$ cat config.mk
export PLATFORM = sky130hd
export DESIGN_NAME = exact_sequence_match_stream_core
export DESIGN_NICKNAME = d
export VERILOG_FILES = /design/src/esms_pkg.sv /design/src/esms_cell.sv /design/src/esms_result_fifo.sv /design/src/exact_sequence_match_stream_core.sv
export SDC_FILE = /design/constraint.sdc
export NUM_CORES = 1
export LEC_CHECK = 0
export BUFFER_PORTS_ARGS = -buffer_cell sky130_fd_sc_hd__buf_2
export CAP_MARGIN = 15
export CORE_AREA = 2 2 219 308
export CTS_BUF_LIST = sky130_fd_sc_hd__clkbuf_8
export DETAILED_ROUTE_END_ITERATION = 8
export DIE_AREA = 0 0 221 310
export HOLD_SLACK_MARGIN = 0.02
export PLACE_DENSITY = 0.72
export SYNTH_ARGS = -nofsm -noshare
export SYNTH_HDL_FRONTEND = slang
export SYNTH_SLANG_ARGS = --single-unit
$ cat constraint.sdc
create_clock -name clk -period 6.2 [get_ports clk]
set_clock_uncertainty 0.1 [all_clocks]
set_input_delay 0.31 -clock clk [delete_from_list [all_inputs] [get_ports clk]]
set_output_delay 0.31 -clock clk [all_outputs]
set_load 0.005 [all_outputs]
$ cat src/esms_pkg.sv
// Package for the exact sequence match stream block.
// Holds beat structs, register indexes, widths and cell control type.
// No dependencies.
`default_nettype none
package esms_pkg;

	localparam int MAX_PATTERN   = 16;
	localparam int POSITION_BITS = 32;
	localparam int CHAR_BITS     = 8;
	localparam int COUNT_BITS    = 32;
	localparam int LEN_BITS      = 5;
	localparam int LEN_IDX_BITS  = $clog2(MAX_PATTERN) > 0 ? $clog2(MAX_PATTERN) : 1;
	localparam int CFG_IDX_BITS  = 3;
	localparam int CFG_DATA_BITS = 64;

	// configuration register indexes
	localparam logic [CFG_IDX_BITS-1:0] REG_PAT_LO   = 3'd0;
	localparam logic [CFG_IDX_BITS-1:0] REG_PAT_HI   = 3'd1;
	localparam logic [CFG_IDX_BITS-1:0] REG_PAT_LEN  = 3'd2;
	localparam logic [CFG_IDX_BITS-1:0] REG_STOP_1ST = 3'd3;

	// result kinds
	localparam logic KIND_MATCH   = 1'b0;
	localparam logic KIND_SUMMARY = 1'b1;

	typedef struct packed {
		logic [CHAR_BITS-1:0] text_char;
		logic                 end_of_text;
	} in_beat_t;

	typedef struct packed {
		logic                  result_kind;
		logic [31:0]           match_start;
		logic [COUNT_BITS-1:0] match_total;
		logic                  last_of_run;
	} out_beat_t;

	// control shared by every cell of the window
	typedef struct packed {
		logic shift;
		logic clear;
	} cell_ctrl_t;

endpackage
`default_nettype wire

$ cat src/esms_cell.sv
// One window cell: holds one history character and its compare flag.
// Depends on esms_pkg.
`default_nettype none
module esms_cell (
	input  wire                            clk,
	input  wire                            arst_n,
	input  esms_pkg::cell_ctrl_t           ctrl,
	input  wire  [esms_pkg::CHAR_BITS-1:0] d_in,
	input  wire  [esms_pkg::CHAR_BITS-1:0] pchar,
	input  wire                            care,
	output logic [esms_pkg::CHAR_BITS-1:0] char_q,
	output logic                           hit_s1
);
	import esms_pkg::*;

	// take the neighbor's character (zero on clear); flag whether it agrees with the pattern
	always_ff @(posedge clk or negedge arst_n) begin
		if (!arst_n) begin
			char_q <= '0;
			hit_s1 <= 1'b0;
		end else if (ctrl.shift) begin
			char_q <= ctrl.clear ? '0 : d_in;
			hit_s1 <= care ? (d_in == pchar) : 1'b1;
		end
	end

endmodule
`default_nettype wire

$ cat src/esms_result_fifo.sv
// Small result queue: up to two beats written per cycle, one read.
// Depends on esms_pkg.
`default_nettype none
module esms_result_fifo (
	input  wire                 clk,
	input  wire                 arst_n,
	input  wire  [1:0]          wr_cnt,
	input  esms_pkg::out_beat_t wr_data0,
	input  esms_pkg::out_beat_t wr_data1,
	output logic                room2,
	output logic                out_valid,
	input  wire                 out_stall,
	output esms_pkg::out_beat_t out_data
);
	import esms_pkg::*;

	localparam int DEPTH = 4;
	localparam int PTR_BITS = $clog2(DEPTH);

	out_beat_t           mem [DEPTH];
	logic [PTR_BITS-1:0] wr_ptr_q;
	logic [PTR_BITS-1:0] rd_ptr_q;
	logic [PTR_BITS:0]   count_q;
	logic                pop;
	logic [PTR_BITS-1:0] wr_ptr_nx;

	assign pop       = out_valid && !out_stall;
	assign out_valid = (count_q != '0);
	assign out_data  = mem[rd_ptr_q];
	assign room2     = (count_q <= (PTR_BITS+1)'(DEPTH - 2));
	assign wr_ptr_nx = wr_ptr_q + PTR_BITS'(1);

	// storage, no reset
	always_ff @(posedge clk) begin
		if (wr_cnt != 2'd0)
			mem[wr_ptr_q] <= wr_data0;
		if (wr_cnt == 2'd2)
			mem[wr_ptr_nx] <= wr_data1;
	end

	// pointers and fill count
	always_ff @(posedge clk or negedge arst_n) begin
		if (!arst_n) begin
			wr_ptr_q <= '0;
			rd_ptr_q <= '0;
			count_q  <= '0;
		end else begin
			wr_ptr_q <= wr_ptr_q + PTR_BITS'(wr_cnt);
			if (pop)
				rd_ptr_q <= rd_ptr_q + PTR_BITS'(1);
			count_q <= count_q + (PTR_BITS+1)'(wr_cnt) - (PTR_BITS+1)'(pop);
		end
	end

endmodule
`default_nettype wire

$ cat src/exact_sequence_match_stream_core.sv
// Streaming exact pattern matcher, one text character per cycle while in_stall is low.
// An accepted beat is compared into the cells' registered hit flags, then
// resolved into the result queue once it has room and shown on out_data.
// Output runs one beat per cycle while out_stall is low, so a character giving
// both a match and a summary takes one extra output beat.
// Reset clears history, position, counts and queue; config takes its defaults.
`default_nettype none
module exact_sequence_match_stream_core (
	input  wire                                clk,
	input  wire                                arst_n,
	input  wire                                in_valid,
	output logic                               in_stall,
	input  esms_pkg::in_beat_t                 in_data,
	output logic                               out_valid,
	input  wire                                out_stall,
	output esms_pkg::out_beat_t                out_data,
	input  wire                                cfg_we,
	input  wire  [esms_pkg::CFG_IDX_BITS-1:0]  cfg_index,
	input  wire  [esms_pkg::CFG_DATA_BITS-1:0] cfg_wdata
);
	import esms_pkg::*;

	localparam logic [POSITION_BITS-1:0] POS_MAX   = '1;
	localparam logic [COUNT_BITS-1:0]    COUNT_MAX = '1;

	// configuration registers
	logic [63:0]         pat_lo_q;
	logic [63:0]         pat_hi_q;
	logic [LEN_BITS-1:0] pat_len_q;
	logic                stop_q;

	// per-text state
	logic [POSITION_BITS-1:0] pos_q;
	logic [COUNT_BITS-1:0]    matches_q;
	logic                     first_found_q;

	// stage 1 item
	logic        s1_valid_q;
	logic        window_ok_s1;
	logic        last_s1;
	logic [31:0] start_s1;

	logic                    accept;
	logic                    advance;
	logic                    room2;
	logic [LEN_IDX_BITS-1:0] len_m1;
	logic [CHAR_BITS-1:0]    pat [MAX_PATTERN];
	logic [CHAR_BITS-1:0]    hist [MAX_PATTERN];
	logic [MAX_PATTERN-1:0]  hit_vec;
	cell_ctrl_t              cell_ctrl;
	logic                    hit;
	logic [COUNT_BITS-1:0]   matches_nx;
	logic [1:0]              wr_cnt;
	out_beat_t               match_beat;
	out_beat_t               summary_beat;
	out_beat_t               wr_data0;
	out_beat_t               wr_data1;

	// register writes
	always_ff @(posedge clk or negedge arst_n) begin
		if (!arst_n) begin
			pat_lo_q  <= '0;
			pat_hi_q  <= '0;
			pat_len_q <= LEN_BITS'(1);
			stop_q    <= 1'b0;
		end else if (cfg_we) begin
			case (cfg_index)
				REG_PAT_LO:   pat_lo_q  <= cfg_wdata;
				REG_PAT_HI:   pat_hi_q  <= cfg_wdata;
				REG_PAT_LEN:  pat_len_q <= cfg_wdata[LEN_BITS-1:0];
				REG_STOP_1ST: stop_q    <= cfg_wdata[0];
				default: ;
			endcase
		end
	end

	// clamp length to 1..MAX_PATTERN, kept as length minus one
	always_comb begin
		if (pat_len_q == '0)
			len_m1 = '0;
		else if (pat_len_q > LEN_BITS'(MAX_PATTERN))
			len_m1 = LEN_IDX_BITS'(MAX_PATTERN - 1);
		else
			len_m1 = LEN_IDX_BITS'(pat_len_q - LEN_BITS'(1));
	end

	// unpack pattern bytes
	always_comb begin
		for (int i = 0; i < MAX_PATTERN; i++) begin
			if (i < 8)
				pat[i] = pat_lo_q[(i%8)*8 +: 8];
			else
				pat[i] = pat_hi_q[(i%8)*8 +: 8];
		end
	end

	// handshake
	assign in_stall = s1_valid_q && !room2;
	assign accept   = in_valid && !in_stall;
	assign advance  = s1_valid_q && room2;

	assign cell_ctrl.shift = accept;
	assign cell_ctrl.clear = accept && in_data.end_of_text;

	// window: cell k holds history entry k, compared with pattern char len-1-k
	for (genvar k = 0; k < MAX_PATTERN; k++) begin : g_cell
		logic [LEN_IDX_BITS-1:0] pidx;
		logic                    care;
		logic [CHAR_BITS-1:0]    d_in;

		assign pidx = len_m1 - LEN_IDX_BITS'(k);
		assign care = (LEN_IDX_BITS'(k) <= len_m1);
		if (k == 0) begin : g_head
			assign d_in = in_data.text_char;
		end else begin : g_link
			assign d_in = hist[k-1];
		end

		esms_cell u_cell (
			.clk    (clk),
			.arst_n (arst_n),
			.ctrl   (cell_ctrl),
			.d_in   (d_in),
			.pchar  (pat[pidx]),
			.care   (care),
			.char_q (hist[k]),
			.hit_s1 (hit_vec[k])
		);
	end

	// position counter and stage 1 side data
	always_ff @(posedge clk or negedge arst_n) begin
		if (!arst_n) begin
			pos_q      <= '0;
			s1_valid_q <= 1'b0;
		end else begin
			if (accept) begin
				if (in_data.end_of_text)
					pos_q <= '0;
				else if (pos_q != POS_MAX)
					pos_q <= pos_q + POSITION_BITS'(1);
			end
			if (accept)
				s1_valid_q <= 1'b1;
			else if (advance)
				s1_valid_q <= 1'b0;
		end
	end

	always_ff @(posedge clk) begin
		if (accept) begin
			window_ok_s1 <= (pos_q >= POSITION_BITS'(len_m1));
			last_s1      <= in_data.end_of_text;
			start_s1     <= 32'(pos_q - POSITION_BITS'(len_m1));
		end
	end

	// resolve the match and update per-text counts
	assign hit = (&hit_vec) && window_ok_s1 && !(stop_q && first_found_q);
	assign matches_nx = (hit && matches_q != COUNT_MAX) ?
		matches_q + COUNT_BITS'(1) : matches_q;

	always_ff @(posedge clk or negedge arst_n) begin
		if (!arst_n) begin
			matches_q     <= '0;
			first_found_q <= 1'b0;
		end else if (advance) begin
			if (last_s1) begin
				matches_q     <= '0;
				first_found_q <= 1'b0;
			end else begin
				matches_q     <= matches_nx;
				first_found_q <= first_found_q || hit;
			end
		end
	end

	// result beats for this item
	always_comb begin
		match_beat.result_kind   = KIND_MATCH;
		match_beat.match_start   = start_s1;
		match_beat.match_total   = matches_nx;
		match_beat.last_of_run   = !last_s1;
		summary_beat.result_kind = KIND_SUMMARY;
		summary_beat.match_start = '0;
		summary_beat.match_total = matches_nx;
		summary_beat.last_of_run = 1'b1;

		wr_data0 = hit ? match_beat : summary_beat;
		wr_data1 = summary_beat;
		if (!advance)
			wr_cnt = 2'd0;
		else
			wr_cnt = 2'(hit) + 2'(last_s1);
	end

	esms_result_fifo u_fifo (
		.clk       (clk),
		.arst_n    (arst_n),
		.wr_cnt    (wr_cnt),
		.wr_data0  (wr_data0),
		.wr_data1  (wr_data1),
		.room2     (room2),
		.out_valid (out_valid),
		.out_stall (out_stall),
		.out_data  (out_data)
	);

endmodule
`default_nettype wire
After elaboration in Yosys (flattened, before gate mapping)

Memories as Yosys holds them, arrays and structs flattened.
Index checks and enable logic that the tools add are counted.

RAM bits: 264
Output and inout port bits: 68
Word-level logic and storage cells: 265
Memories: 1
Input bits: 81
Bits in registers: 377

Memories:

| memory     | words | width | read ports | clocked after Yosys merged registers in | wr ports | RTL line               | RTL |
|---|---|---|---|---|---|---|---|
| u_fifo.mem | 4     | 66    | 1          | 0                                       | 2        | esms_result_fifo.sv:20 | `out_beat_t mem [DEPTH];` |

Bitwise logic cells: 16
Reduce and logical (&&, ||, !) cells: 27
Muxes and demuxes: 94
$lt $le $gt $ge: 35
Add/subtract/negate cells: 25
Equality and inequality tests: 22

Operators by type and width:

| operator              | count |
|---|---|
| $bmux 8 s4            | 16 |
| $mux 8                | 47 |
| $eq 8x8->1            | 16 |
| $mux 32               | 4 |
| $ge 5x5->1 const B    | 16 |
| $not 4->5             | 16 |
| $mux 66               | 1 |
| $add 32x1->32 const B | 2 |
| $ne 32x32->1 const B  | 2 |
| $ge 32x4->1           | 1 |
| $le 4x4->1 const A    | 8 |
| $sub 32x4->32         | 1 |
| $sub 4x4->4 const B   | 8 |
| $mux 1                | 23 |
| $le 3x4->1 const A    | 4 |
| $reduce_and 16->1     | 1 |
| $sub 4x3->4 const B   | 4 |
| $reduce_and 2->1      | 5 |
| $logic_and 1x1->1     | 9 |
| $le 1x4->1 const A    | 2 |
| $le 2x4->1 const A    | 2 |
| $mux 4                | 2 |
| $sub 4x1->4 const B   | 2 |
| $sub 4x2->4 const B   | 2 |
| 17 further kinds      | 25 |

Longest topological paths before layout

Gate-level depths: netlist of run 1.

Depth after elaboration: 10
Mapped depth: 23
Gate-level depth less buffers: 16

Modules after synthesis

From an unflattened synthesis of run 1, not the netlist that was laid out.

Cells, all modules: 3383
Area total of the unflattened synthesis: 39223.9 um^2

By module, submodules not included:

| module                           | sequential area each (um^2) | times used | area each (um^2) | cells each |
|---|---|---|---|---|
| exact_sequence_match_stream_core | 6027.0                      | 1          | 18355.1          | 1935 |
| esms_result_fifo                 | 8102.8                      | 1          | 13281.5          | 680 |
| esms_cell                        | 225.2                       | 16         | 474.2            | 48 |

Worst setup path before layout of run 1

OpenSTA, ideal clock, no wires.

Kind: reg-to-reg
Start: register pat_len_q[0]
End: register g_cell[5].u_cell.hit_s1
Path slack: 1.058 ns
Cell stages (with the launch flop): 21
Period minus slack after synthesis: 5.142 ns
Data required time: 5.981 ns
Buffers on the path: 9
Data arrival time: 4.923 ns
Setup time: 0.119 ns
Cells stage by stage: dfstp_2 -> buf_2 -> clkbuf_1 -> inv_1 -> ha_1 -> nor3b_1 -> buf_2 -> a21oi_4 -> buf_2 -> clkbuf_1 -> ha_1 -> buf_2 -> clkbuf_1 -> clkbuf_1 -> buf_1 -> mux4_2 -> xnor2_1 -> nor3_1 -> a221oi_1 -> o21ai_1 -> and2_1

Cells in the longest elaborated chain, start to end: 10
Elaborated cells between the ends (all ways): 13
Those cells by class: add/sub (2); order compare (2); eq/ne (1); mux (6); bitwise (1); reduce/logical (1)

RTL lines:

| element                                    | RTL line                                                                       | RTL |
|---|---|---|
| from (decl)                                | exact_sequence_match_stream_core.sv:29                                         | `logic [LEN_BITS-1:0] pat_len_q;` |
| from (signal assigned)                     | exact_sequence_match_stream_core.sv:70                                         | `REG_PAT_LEN: pat_len_q <= cfg_wdata[LEN_BITS-1:0];` |
| $sub 4x1->4 or $gt 5x5->1 (tied branches)  | exact_sequence_match_stream_core.sv:84, exact_sequence_match_stream_core.sv:81 |  |
| $mux 4                                     | exact_sequence_match_stream_core.sv:81                                         | `else if (pat_len_q > LEN_BITS'(MAX_PATTERN))` |
| $mux 4 (*)                                 | exact_sequence_match_stream_core.sv:79                                         | `if (pat_len_q == '0)` |
| $sub 4x3->4                                | exact_sequence_match_stream_core.sv:111                                        | `assign pidx = len_m1 - LEN_IDX_BITS'(k);` |
| $not 4->5 (implied by the code)            | exact_sequence_match_stream_core.sv:124                                        | `.pchar (pat[pidx]),` |
| $bmux 8 s4                                 | exact_sequence_match_stream_core.sv:124                                        |  |
| $mux 8 (implied by the code) (2 in series) | exact_sequence_match_stream_core.sv:124                                        |  |
| $eq 8x8->1                                 | esms_cell.sv:23                                                                | `hit_s1 <= care ? (d_in == pchar) : 1'b1;` |
| $mux 1 (*)                                 | esms_cell.sv:23                                                                |  |
| to (signal assigned)                       | esms_cell.sv:23                                                                |  |
| to (decl)                                  | esms_cell.sv:12                                                                | `output logic hit_s1` |

Mark *: on every way between the ends. The rest lies on a longest branch, timed or not. The select of a mux whose other input is x is not followed.
A chain may end at the register's enable or synchronous reset.

Worst setup path in the final report of run 1

Start: register pat_len_q[0]
End: register g_cell[0].u_cell.hit_s1

Cells in the longest elaborated chain, start to end: 9
Elaborated cells between the ends (all ways): 12
Those cells by class: add/sub (1); order compare (2); eq/ne (1); mux (6); bitwise (1); reduce/logical (1)

RTL lines:

| element                                    | RTL line |
|---|---|
| $sub 4x1->4 or $gt 5x5->1 (tied branches)  | exact_sequence_match_stream_core.sv:84, exact_sequence_match_stream_core.sv:81 |
| $mux 4                                     | exact_sequence_match_stream_core.sv:81 |
| $mux 4 (*)                                 | exact_sequence_match_stream_core.sv:79 |
| $not 4->5 (implied by the code)            | exact_sequence_match_stream_core.sv:124 |
| $bmux 8 s4                                 | exact_sequence_match_stream_core.sv:124 |
| $mux 8 (implied by the code) (2 in series) | exact_sequence_match_stream_core.sv:124 |
| $eq 8x8->1                                 | esms_cell.sv:23 |
| $mux 1 (*)                                 | esms_cell.sv:23 |
| to (signal assigned)                       | esms_cell.sv:23 |
| to (decl)                                  | esms_cell.sv:12 |

Marks and branches as above.

==> flow_results.org, run 1 <==
** Outcome
- The flow ran to the end, and the final reports show no timing, DRC or antenna violations.

** Pwr
- Total power for the finished layout comes to 18680 uW.
- Summed over all cells, the static leakage comes to 0.01708 uW.
- IR analysis of the VDD net gives a maximum drop of 0.0002910 V.
- Dividing total power by cell area gives a power density of 461.6 mW/mm2.

** Yosys
- Averaged over all synthesized cells, the footprint is 11.09 um2.
- YS warnings :: 0
- Synthesized flop and latch total :: 641
- Number of enable-type register cells in the synthesized netlist :: 162
- Post-Synthesis Cells :: 3237
- The cell area that synthesis handed to floorplanning was 0.03589 mm2.
- Fraction of registers with async set/reset :: 0.5351
- The netlist uses 81 different library cells.
- The number of nets handed over by synthesis was 3346.
- Fraction of the yosys area taken by sequential cells :: 0.4506
- Among all flip-flop cells after synthesis, the most frequent one is sky130_fd_sc_hd__dfrtp_1.

** Global route
- Maximum number of pins on one net before global-route repair :: 161
- The via count of the first global-routing pass was 27546.
- For this run, the total global-route usage over all layers was measured as 0.3159.
- Global route total overflow :: 0
- The number of antenna violations at the first check in global routing is 1.
- Global-route wire length before repair :: 166200 um

** Critical path
- The startpoint identified for the worst register-to-register timing path is pat_len_q[0].
- Counting stages on the worst path, the most repeated cell is sky130_fd_sc_hd__mux2i_1.
- Ordered cell list for the critical path :: inv_1 > ha_1 > nor3b_2 > a21oi_4 > buf_4 > buf_4 > mux2i_1 > mux2i_1 > mux2i_1 > mux2i_1 > xnor2_1 > nand4_1 > o31ai_1
- Largest delay contributor family on the critical path :: multiplexers
- Delay of the slowest critical-path stage :: 0.91 ns
- The worst setup path is captured at a register.
- The setup check on the worst reg-to-reg path leaves a slack of 0.95 ns.
- The critical path contains buffers and inverters numbering 3 combined.
- Element type at the critical path start :: register
- Number of cell instances on the worst register-to-register path :: 13
- At the worst endpoint, the required time is 6.74 ns.
- The largest individual stage delay along the critical path comes from the cell sky130_fd_sc_hd__buf_4.
- Endpoint of the worst register-to-register path :: g_cell[0].u_cell.hit_s1
- For the worst setup path, the data arrival time is 5.79 ns.
- The critical path is of the reg -> reg type.
- Crit Path Max Fanout :: 66

** Timing
- Unrepaired setup endpoints after global routing :: no
- The clock period could shrink to 5.248 ns.
- The hold violation total from the final report came to 0.
- Finish-stage setup viols :: 0
- The number of pins exceeding their max-slew limit in the final report came to 0.
- At the pin with the least slew margin, the transition time is 1.138 ns.
- Worst-case headroom to the max-slew limit :: 0.2196
- Final worst-path cycle share :: 0.8465
- Derived from the worst setup path, the maximum achievable clock frequency is 190.5 MHz.
- For the final routed database, the setup TNS stands at 0 ns.

** Die
- Die area :: 0.06851 mm2
- The die is 310 um tall.
- The floorplan has 112 rows.
- I/O Pins :: 149
- Starting Density :: 0.5437
- Die Span X :: 221 um
- Placeable core region :: 0.06600 mm2

** Placed design
- Gpl congestion :: 1.049
- Count of buffers inserted at the top-level ports :: 148
- Estimated wirelength of the detail-placed design :: 78840 um
- The number of placed instances, taps included, is 4072.

** Routing
- After detailed routing, the number of vias per cell comes to 6.368.
- Remaining antenna violation count :: 0
- The first detailed-routing pass ran for 6 iterations.
- Dividing the detail-routed wire length by the instance count gives 25.20 um.
- In this run, the number of DRC markers left after iteration 0 of detailed routing was 2519.
- DRC violation count after routing :: 0
- Total vias in the final route :: 27650
- Total detailed-routing wirelength :: 109400 um

** Clock network
- The cell sitting at the root of the clock tree is a sky130_fd_sc_hd__clkbuf_8.
- Counting along the longest clock path gives a buffer depth of 3.
- Buffers inserted during clock tree synthesis total 98.
- Gates resized during post-CTS repair numbered 0.
- After clock tree synthesis, the setup repair step added 0 buffers.
- The clock tree synthesis step divided the H-tree into 3 levels.
- The clock drives 641 sinks.
- Number of buffers inserted for hold repair after clock tree synthesis :: 84
- TritonCTS built the clock tree.
- After clock tree synthesis, the clock-pin slew on the worst setup and hold paths is 0.07 ns.
- For the worst-skew pair, the clock arrives at the later sink with an insertion delay of 0.75 ns.

** Final layout
- Proportion of layout cells with a drive suffix above 1 :: 0.2020
- Compared with the post-synthesis result, the final layout area differs by 12.78%.
- The finished layout holds 4342 standard cells, fillers aside.
- After the last flow step, the layout net total stands at 3511.

** Worst hold path
- Worst hold path cell count :: 3
- Worst min path class :: in -> reg
- The worst hold path begins at in_data[0].
- For hold timing, the worst endpoint is g_cell[9].u_cell.char_q[2].

** Flow run
- Max-cap check violation count :: 0
==> tightest hold or removal path: stages <==
cell and delay [ns]:
sky130_fd_sc_hd__buf_2 0.29, sky130_fd_sc_hd__nand3b_1 0.24, sky130_fd_sc_hd__nand2_1 0.07
==> metrics by stage <==
step / utilization / setup slack [ns] / area, um2 / hold slack (ns)
after global routing: 0.6132 / 0.5410 / 40470 / 0.1141
after global placement: 0.5664 / 1.127 / 37390 / 0.2077
after floorplan: - / 1.058 / 35890 / -0.08559
final: 0.6132 / 0.9516 / 40470 / 0.1035
after detailed placement: 0.5665 / 1.008 / 37390 / 0.2092
after CTS: 0.6130 / 1.001 / 40460 / 0.05944
==> synthesized netlist by cell type, drive strengths merged, types with 17 or more instances <==
cell | n | area share
nand2 | 369 | 0.039
dfrtp | 342 | 0.24
mux2i | 272 | 0.076
nor2 | 244 | 0.026
edfxtp | 162 | 0.14
clkbuf | 159 | 0.017
xnor2 | 153 | 0.038
mux4 | 149 | 0.094
mux2 | 140 | 0.044
a22o | 138 | 0.034
dfxtp | 136 | 0.076
xor2 | 127 | 0.031
nand3b | 123 | 0.026
o21ai | 85 | 0.012
buf | 70 | 0.0093
a21oi | 52 | 0.0076
nand3 | 51 | 0.0071
inv | 44 | 0.0046
nor3 | 42 | 0.0060
nor4 | 39 | 0.0071
nand4 | 31 | 0.0054
o31ai | 29 | 0.0061
and3 | 27 | 0.0047
ha | 26 | 0.0091
o22ai | 21 | 0.0037
nand2b | 17 | 0.0030
==> metal layers <==
metal  share of wire  global-route usage  up-vias
met3           0.061             0.04221      332
met1            0.37              0.3757    13874
met4           0.073              0.2201        0
li1                -                   -    12197
met2            0.49              0.5347     1247
met5               0                   0        -
==> registers in the layout, indices dropped and copies added (netlist names) <==
| signal | cells |
|---|---|
| u_fifo.mem | 264 |
| g_cell.u_cell.char_q | 120 |
| pat_hi_q | 64 |
| pat_lo_q | 64 |
| matches_q | 32 |
| pos_q | 32 |
| start_s1 | 32 |
| g_cell.u_cell.hit_s1 | 16 |
| pat_len_q | 5 |
| u_fifo.count_q | 3 |
| u_fifo.rd_ptr_q | 2 |
| u_fifo.wr_ptr_q | 2 |
| first_found_q | 1 |
| last_s1 | 1 |
| s1_valid_q | 1 |
| stop_q | 1 |
| window_ok_s1 | 1 |
==> power by group <==
| part | total [uW] | switching, uW | internal [uW] |
|---|---|---|---|
| sequential | 5680 | 819 | 4870 |
| clock | 3920 | 1770 | 2150 |
| combinational | 9080 | 5390 | 3690 |
==> cell type report <==
class                   count  area (um2)
fillers                  5238       25530
multi-input cells        2322       18730
flip-flops and latches    641       16180
repair buffers            294        2105
clock buffers             116        1597
well taps                 855        1070
clock inverters            68       620.6
inverters                  45       175.2
diodes                      1       2.502
==> worst max-delay path by stage <==
stage                 startpoint                        to  slack [ns]  cells past startpoint
detailed placement  pat_len_q[1]              start_s1[29]        1.01                     15
floorplan           pat_len_q[0]   g_cell[5].u_cell.hit_s1        1.06                     20
global route        pat_len_q[1]              start_s1[29]        0.54                     15
global placement    pat_len_q[0]  g_cell[13].u_cell.hit_s1        1.13                     16
CTS                 pat_len_q[1]              start_s1[29]        1.00                     15
finish              pat_len_q[0]   g_cell[0].u_cell.hit_s1        0.95                     13
==> cell usage in the layout (no fill, tap or decap), drive strengths merged, types with 83 or more instances in the layout <==
master,count
mux2i,272
o21ai,85
dlygate4sd3,83
nor2,244
xnor2,153
clkbuf,116
dfxtp,136
buf,211
mux4,149
xor2,127
dfrtp,342
edfxtp,162
a22o,138
nand3b,123
nand2,369
mux2,140
==> kinds of logic (layout without fill, tap and decap cells) <==
family / Yosys count / count (layout) / share of synthesized area
AND/OR/NAND/NOR: 1010 / 1010 / 0.1369
buffers and inverters: 274 / 523 / 0.03061
flip-flops: 641 / 641 / 0.4506
XOR/XNOR: 280 / 280 / 0.06855
other: 0 / 1 / 0
adder cells (fa/ha/maj): 29 / 29 / 0.01046
multiplexers: 561 / 561 / 0.2133
AO/OA/AOI/OAI: 442 / 442 / 0.08957
Note: power is estimated with default switching activity, not from simulation.
==> run 2: changes to the inputs <==
==> constraint.sdc (replaced) <==
create_clock -name clk -period 4.96 [get_ports clk]
set_clock_uncertainty 0.1 [all_clocks]
set_input_delay 0.248 -clock clk [delete_from_list [all_inputs] [get_ports clk]]
set_output_delay 0.248 -clock clk [all_outputs]
set_load 0.005 [all_outputs]
==> run 2 against run 1 <==
  * Sequential power up 24%
  * Die area unchanged
  * Combinational power rose by 28%
  * Largest cell class unchanged
  * Worst setup slack worse by 0.82 ns
  * Critical endpoint unchanged
  * Worst hold slack better by 0.093 ns
  * Clock power grew 17%
  * Non-clock buffer count rose by 15
  * Flip-flop and latch count did not move
  * Largest power group unchanged
==> flow_results.org, run 2 (same netlist as run 1, synthesis figures left out) <==
** Critical path
- Crit Path Max Fanout :: 42 (-36%)
- The worst setup path is launched from a register.
- Number of cell instances on the worst register-to-register path :: 14 (+1)
- Startpoint of the lowest-slack register-to-register path :: pat_len_q[0]
- The required time reported for the critical path endpoint is 5.50 ns (-1.24 ns).
- The signal arrival time at the worst endpoint came to 5.36 ns (-0.43 ns).
- In this run the critical register-to-register path is captured at g_cell[0].u_cell.hit_s1.
- The flop-to-flop setup slack was 0.14 ns (-0.82 ns).
- Worst Setup Path Type :: reg -> reg
- The worst setup path is captured at a register.

** Global route
- The total routing resource utilization after global routing was 0.3145 (-0.001331).
- The met2 layer usage reported by global route came to 0.5327 (-0.002035).
- Global-route wire length before repair :: 165800 um (-0.21%)
- The via count of the first global-routing pass is 27521 (-0.091%).
- Peak-usage layer in the global routing report :: met2
- The met1 layer usage reported by global route came to 0.3704 (-0.005363).
- The met3 usage was 0.04939 (+0.007177).
- The number of antenna violations at the first check in global routing was 2 (+1).
- The maximum number of pins on one net before global-route repair came to 132 (-18%).
- Global route total overflow :: 0 (unchanged)

** Final layout
- The layout net count was 3526 (+0.43%).
- The final standard cell utilization of the core is 0.6130 (about the same).
- Flip-flop count of the largest register, all copies and words added :: 264 (unchanged)
- Leaving out fill and tap cells, the most frequent cell in the layout is sky130_fd_sc_hd__nand2_1.
- More flip-flops sit in one register than any other, and that register is u_fifo.mem.
- Proportion of layout cells with a drive suffix above 1 :: 0.1995 (-0.002465)
- The final standard cell count with taps included and fillers excluded came to 4355 (+0.30%).
- In the layout the commonest cells are sky130_fd_sc_hd__nand2_1, sky130_fd_sc_hd__dfrtp_1, sky130_fd_sc_hd__mux2i_1.
- Filler Cells Inserted :: 5255 (+0.32%)
- Signed area change from the synthesized netlist to the final layout :: 12.75% (about the same)
- Largest regs :: u_fifo.mem (264), g_cell.u_cell.char_q (120)

** Die
- Placement row count :: 112 (unchanged)
- Die area :: 0.06851 mm2 (unchanged)
- Die height :: 310 um (unchanged)
- The number of primary I/O pins is 149 (unchanged).
- Placeable core region :: 0.06600 mm2 (unchanged)
- The width of the chip came to 221 um (unchanged).
- Starting Density :: 0.5437 (unchanged)

** Clock network
- The depth of the CTS H-tree came to 3 (unchanged).
- Max Root-Sink Buffers :: 3 (unchanged)
- In this run the clock root is driven by a sky130_fd_sc_hd__clkbuf_8.
- TritonCTS built the clock tree.
- Worst skew pair latency :: 0.74 ns (about the same)
- The CTS sink count is 641 (unchanged).
- The number of buffers inserted during clock tree synthesis was 98 (unchanged).
- The post-CTS clock slew at the launch and capture registers of the worst setup and hold paths came to 0.08 ns (about the same).

** Routing
- Total detailed-routing wirelength :: 108800 um (-0.57%)
- Remaining antenna violation count :: 0 (unchanged)
- The count of vias placed by the detailed router came to 27578 (-0.26%).
- The count of routing violations after the opening detailed-route iteration is 2275 (-9.7%).
- DRC violation count after routing :: 0 (unchanged)
- The via-per-instance ratio came to 6.332 (-0.56%).
- The number of search-and-repair iterations in the first detailed-routing pass came to 7 (+1).
- Wirelength per Cell :: 24.99 um (-0.86%)

** Timing
- Final-report hold violation count :: 0 (unchanged)
- Finish-stage setup viols :: 0 (unchanged)
- The number of pins exceeding their max-slew limit in the final report came to 0 (unchanged).
- The slew of the pin with the lowest slew margin came to 1.228 ns (+0.09030 ns).
- Post-layout minimum cycle time :: 4.824 ns (-0.4244 ns)
- Unrepaired setup endpoints after global routing :: no
- Worst-case headroom to the max-slew limit :: 0.1577 (-0.06192)
- Final worst-path cycle share :: 0.9726 (+0.1261)
- Tightest hold margin :: 0.1967 ns (+0.09317 ns)
- Setup TNS after final layout :: 0 ns (unchanged)
- The top achievable clock speed came to 207.3 MHz (+8.8%).

** Worst hold path
- In this run the worst hold path is classified as in -> reg.
- Worst hold path cell count :: 3 (unchanged)
- For hold timing, the worst endpoint is pat_lo_q[37].
- The worst hold path begins at cfg_wdata[37].

** Placed design
- The final RePlAce weighted congestion is 1.088 (+3.7%).
- Count of buffers inserted at the top-level ports :: 148 (unchanged)
- Estimated wirelength of the detail-placed design :: 77770 um (-1.4%)
- Number of placed cells counting well taps :: 4089 (+0.42%)

** Flow run
- Max-cap check violation count :: 0 (unchanged)

** Pwr
- The reported leakage power was 0.01711 uW (+0.21%).
- Power after layout :: 23180 uW (+24%)
- Ratio of total power to cell area :: 572.9 mW/mm2 (+24%)
- The maximum VDD drop came to 0.0004159 V (+43%).

** Outcome
- The run finished with clean final reports.
[run 2: changes by cell type in the layout (fill, tap and decap cells not counted), sizes merged]
cell and delta:
clkinvlp -1, bufinv -4, inv +8, clkbuf -5, buf +15
[run 2: final cells by class]
type	count	area, um2	area share
Antenna cell	1	2.502	0.00006185
Clock buffer	111	1528	0.03776
Clock inverter	71	499.2	0.01234
Inverter	45	175.2	0.004329
Multi-Input combinational cell	2322	18720	0.4627
Sequential cell	641	16180	0.3998
Tap cell	855	1070	0.02644
Timing Repair Buffer	309	2287	0.05653
[run 2: power by group]
group          internal, uW  switching, uW  total (uW)
combinational          4740           6810       11600
clock                  2380           2190        4570
sequential             6080            979        7060
total                 13200           9980       23200
[run 2: what timing repair did]
item | CTS | global route
hold endpoints to repair | 264 | 0
gates resized for setup | 0 | 2
endpoints found under the setup margin | 0 | 3
hold buffers | 83 | 0
setup buffers | 0 | 0
[run 2: how the worst max path moves through the flow]
stage	from	to	slack [ns]	depth (start not counted)
finish	pat_len_q[0]	g_cell[0].u_cell.hit_s1	0.14	14
global route	pat_len_q[0]	g_cell[0].u_cell.hit_s1	0.008	14
CTS	pat_len_q[0]	g_cell[13].u_cell.hit_s1	0.23	15
detailed placement	pat_len_q[0]	g_cell[13].u_cell.hit_s1	0.26	15
global placement	pat_len_q[0]	g_cell[13].u_cell.hit_s1	0.33	15
floorplan	pat_len_q[0]	g_cell[13].u_cell.hit_s1	0.006	19
[run 2: through the flow]
stage          cell area (um2)  setup slack (ns)
4_1_cts                  40450            0.2307
5_1_grt                  40460          0.008001
2_1_floorplan            35900          0.005573
3_5_place_dp             37590            0.2611
6_report                 40460            0.1360
3_3_place_gp             37590            0.3283
[run 2: critical path, cell delays in order, from the launching register on]
cell	delay, ns
sky130_fd_sc_hd__dfstp_2	0.53
sky130_fd_sc_hd__inv_1	0.09
sky130_fd_sc_hd__ha_1	0.23
sky130_fd_sc_hd__nor3b_2	0.19
sky130_fd_sc_hd__a21oi_4	0.22
sky130_fd_sc_hd__buf_4	0.31
sky130_fd_sc_hd__buf_4	0.61
sky130_fd_sc_hd__mux2i_1	0.68
sky130_fd_sc_hd__nand2_1	0.11
sky130_fd_sc_hd__a32o_1	0.26
sky130_fd_sc_hd__a221oi_1	0.68
sky130_fd_sc_hd__buf_4	0.24
sky130_fd_sc_hd__xor2_1	0.15
sky130_fd_sc_hd__nand4_1	0.10
sky130_fd_sc_hd__o31ai_1	0.19
[run 2: per-layer routing]
metal / vias to the layer above / share of wire
li1: 12243 / -
met1: 13849 / 0.38
met2: 1195 / 0.49
met3: 289 / 0.061
met4: 2 / 0.073
met5: - / 0.00012
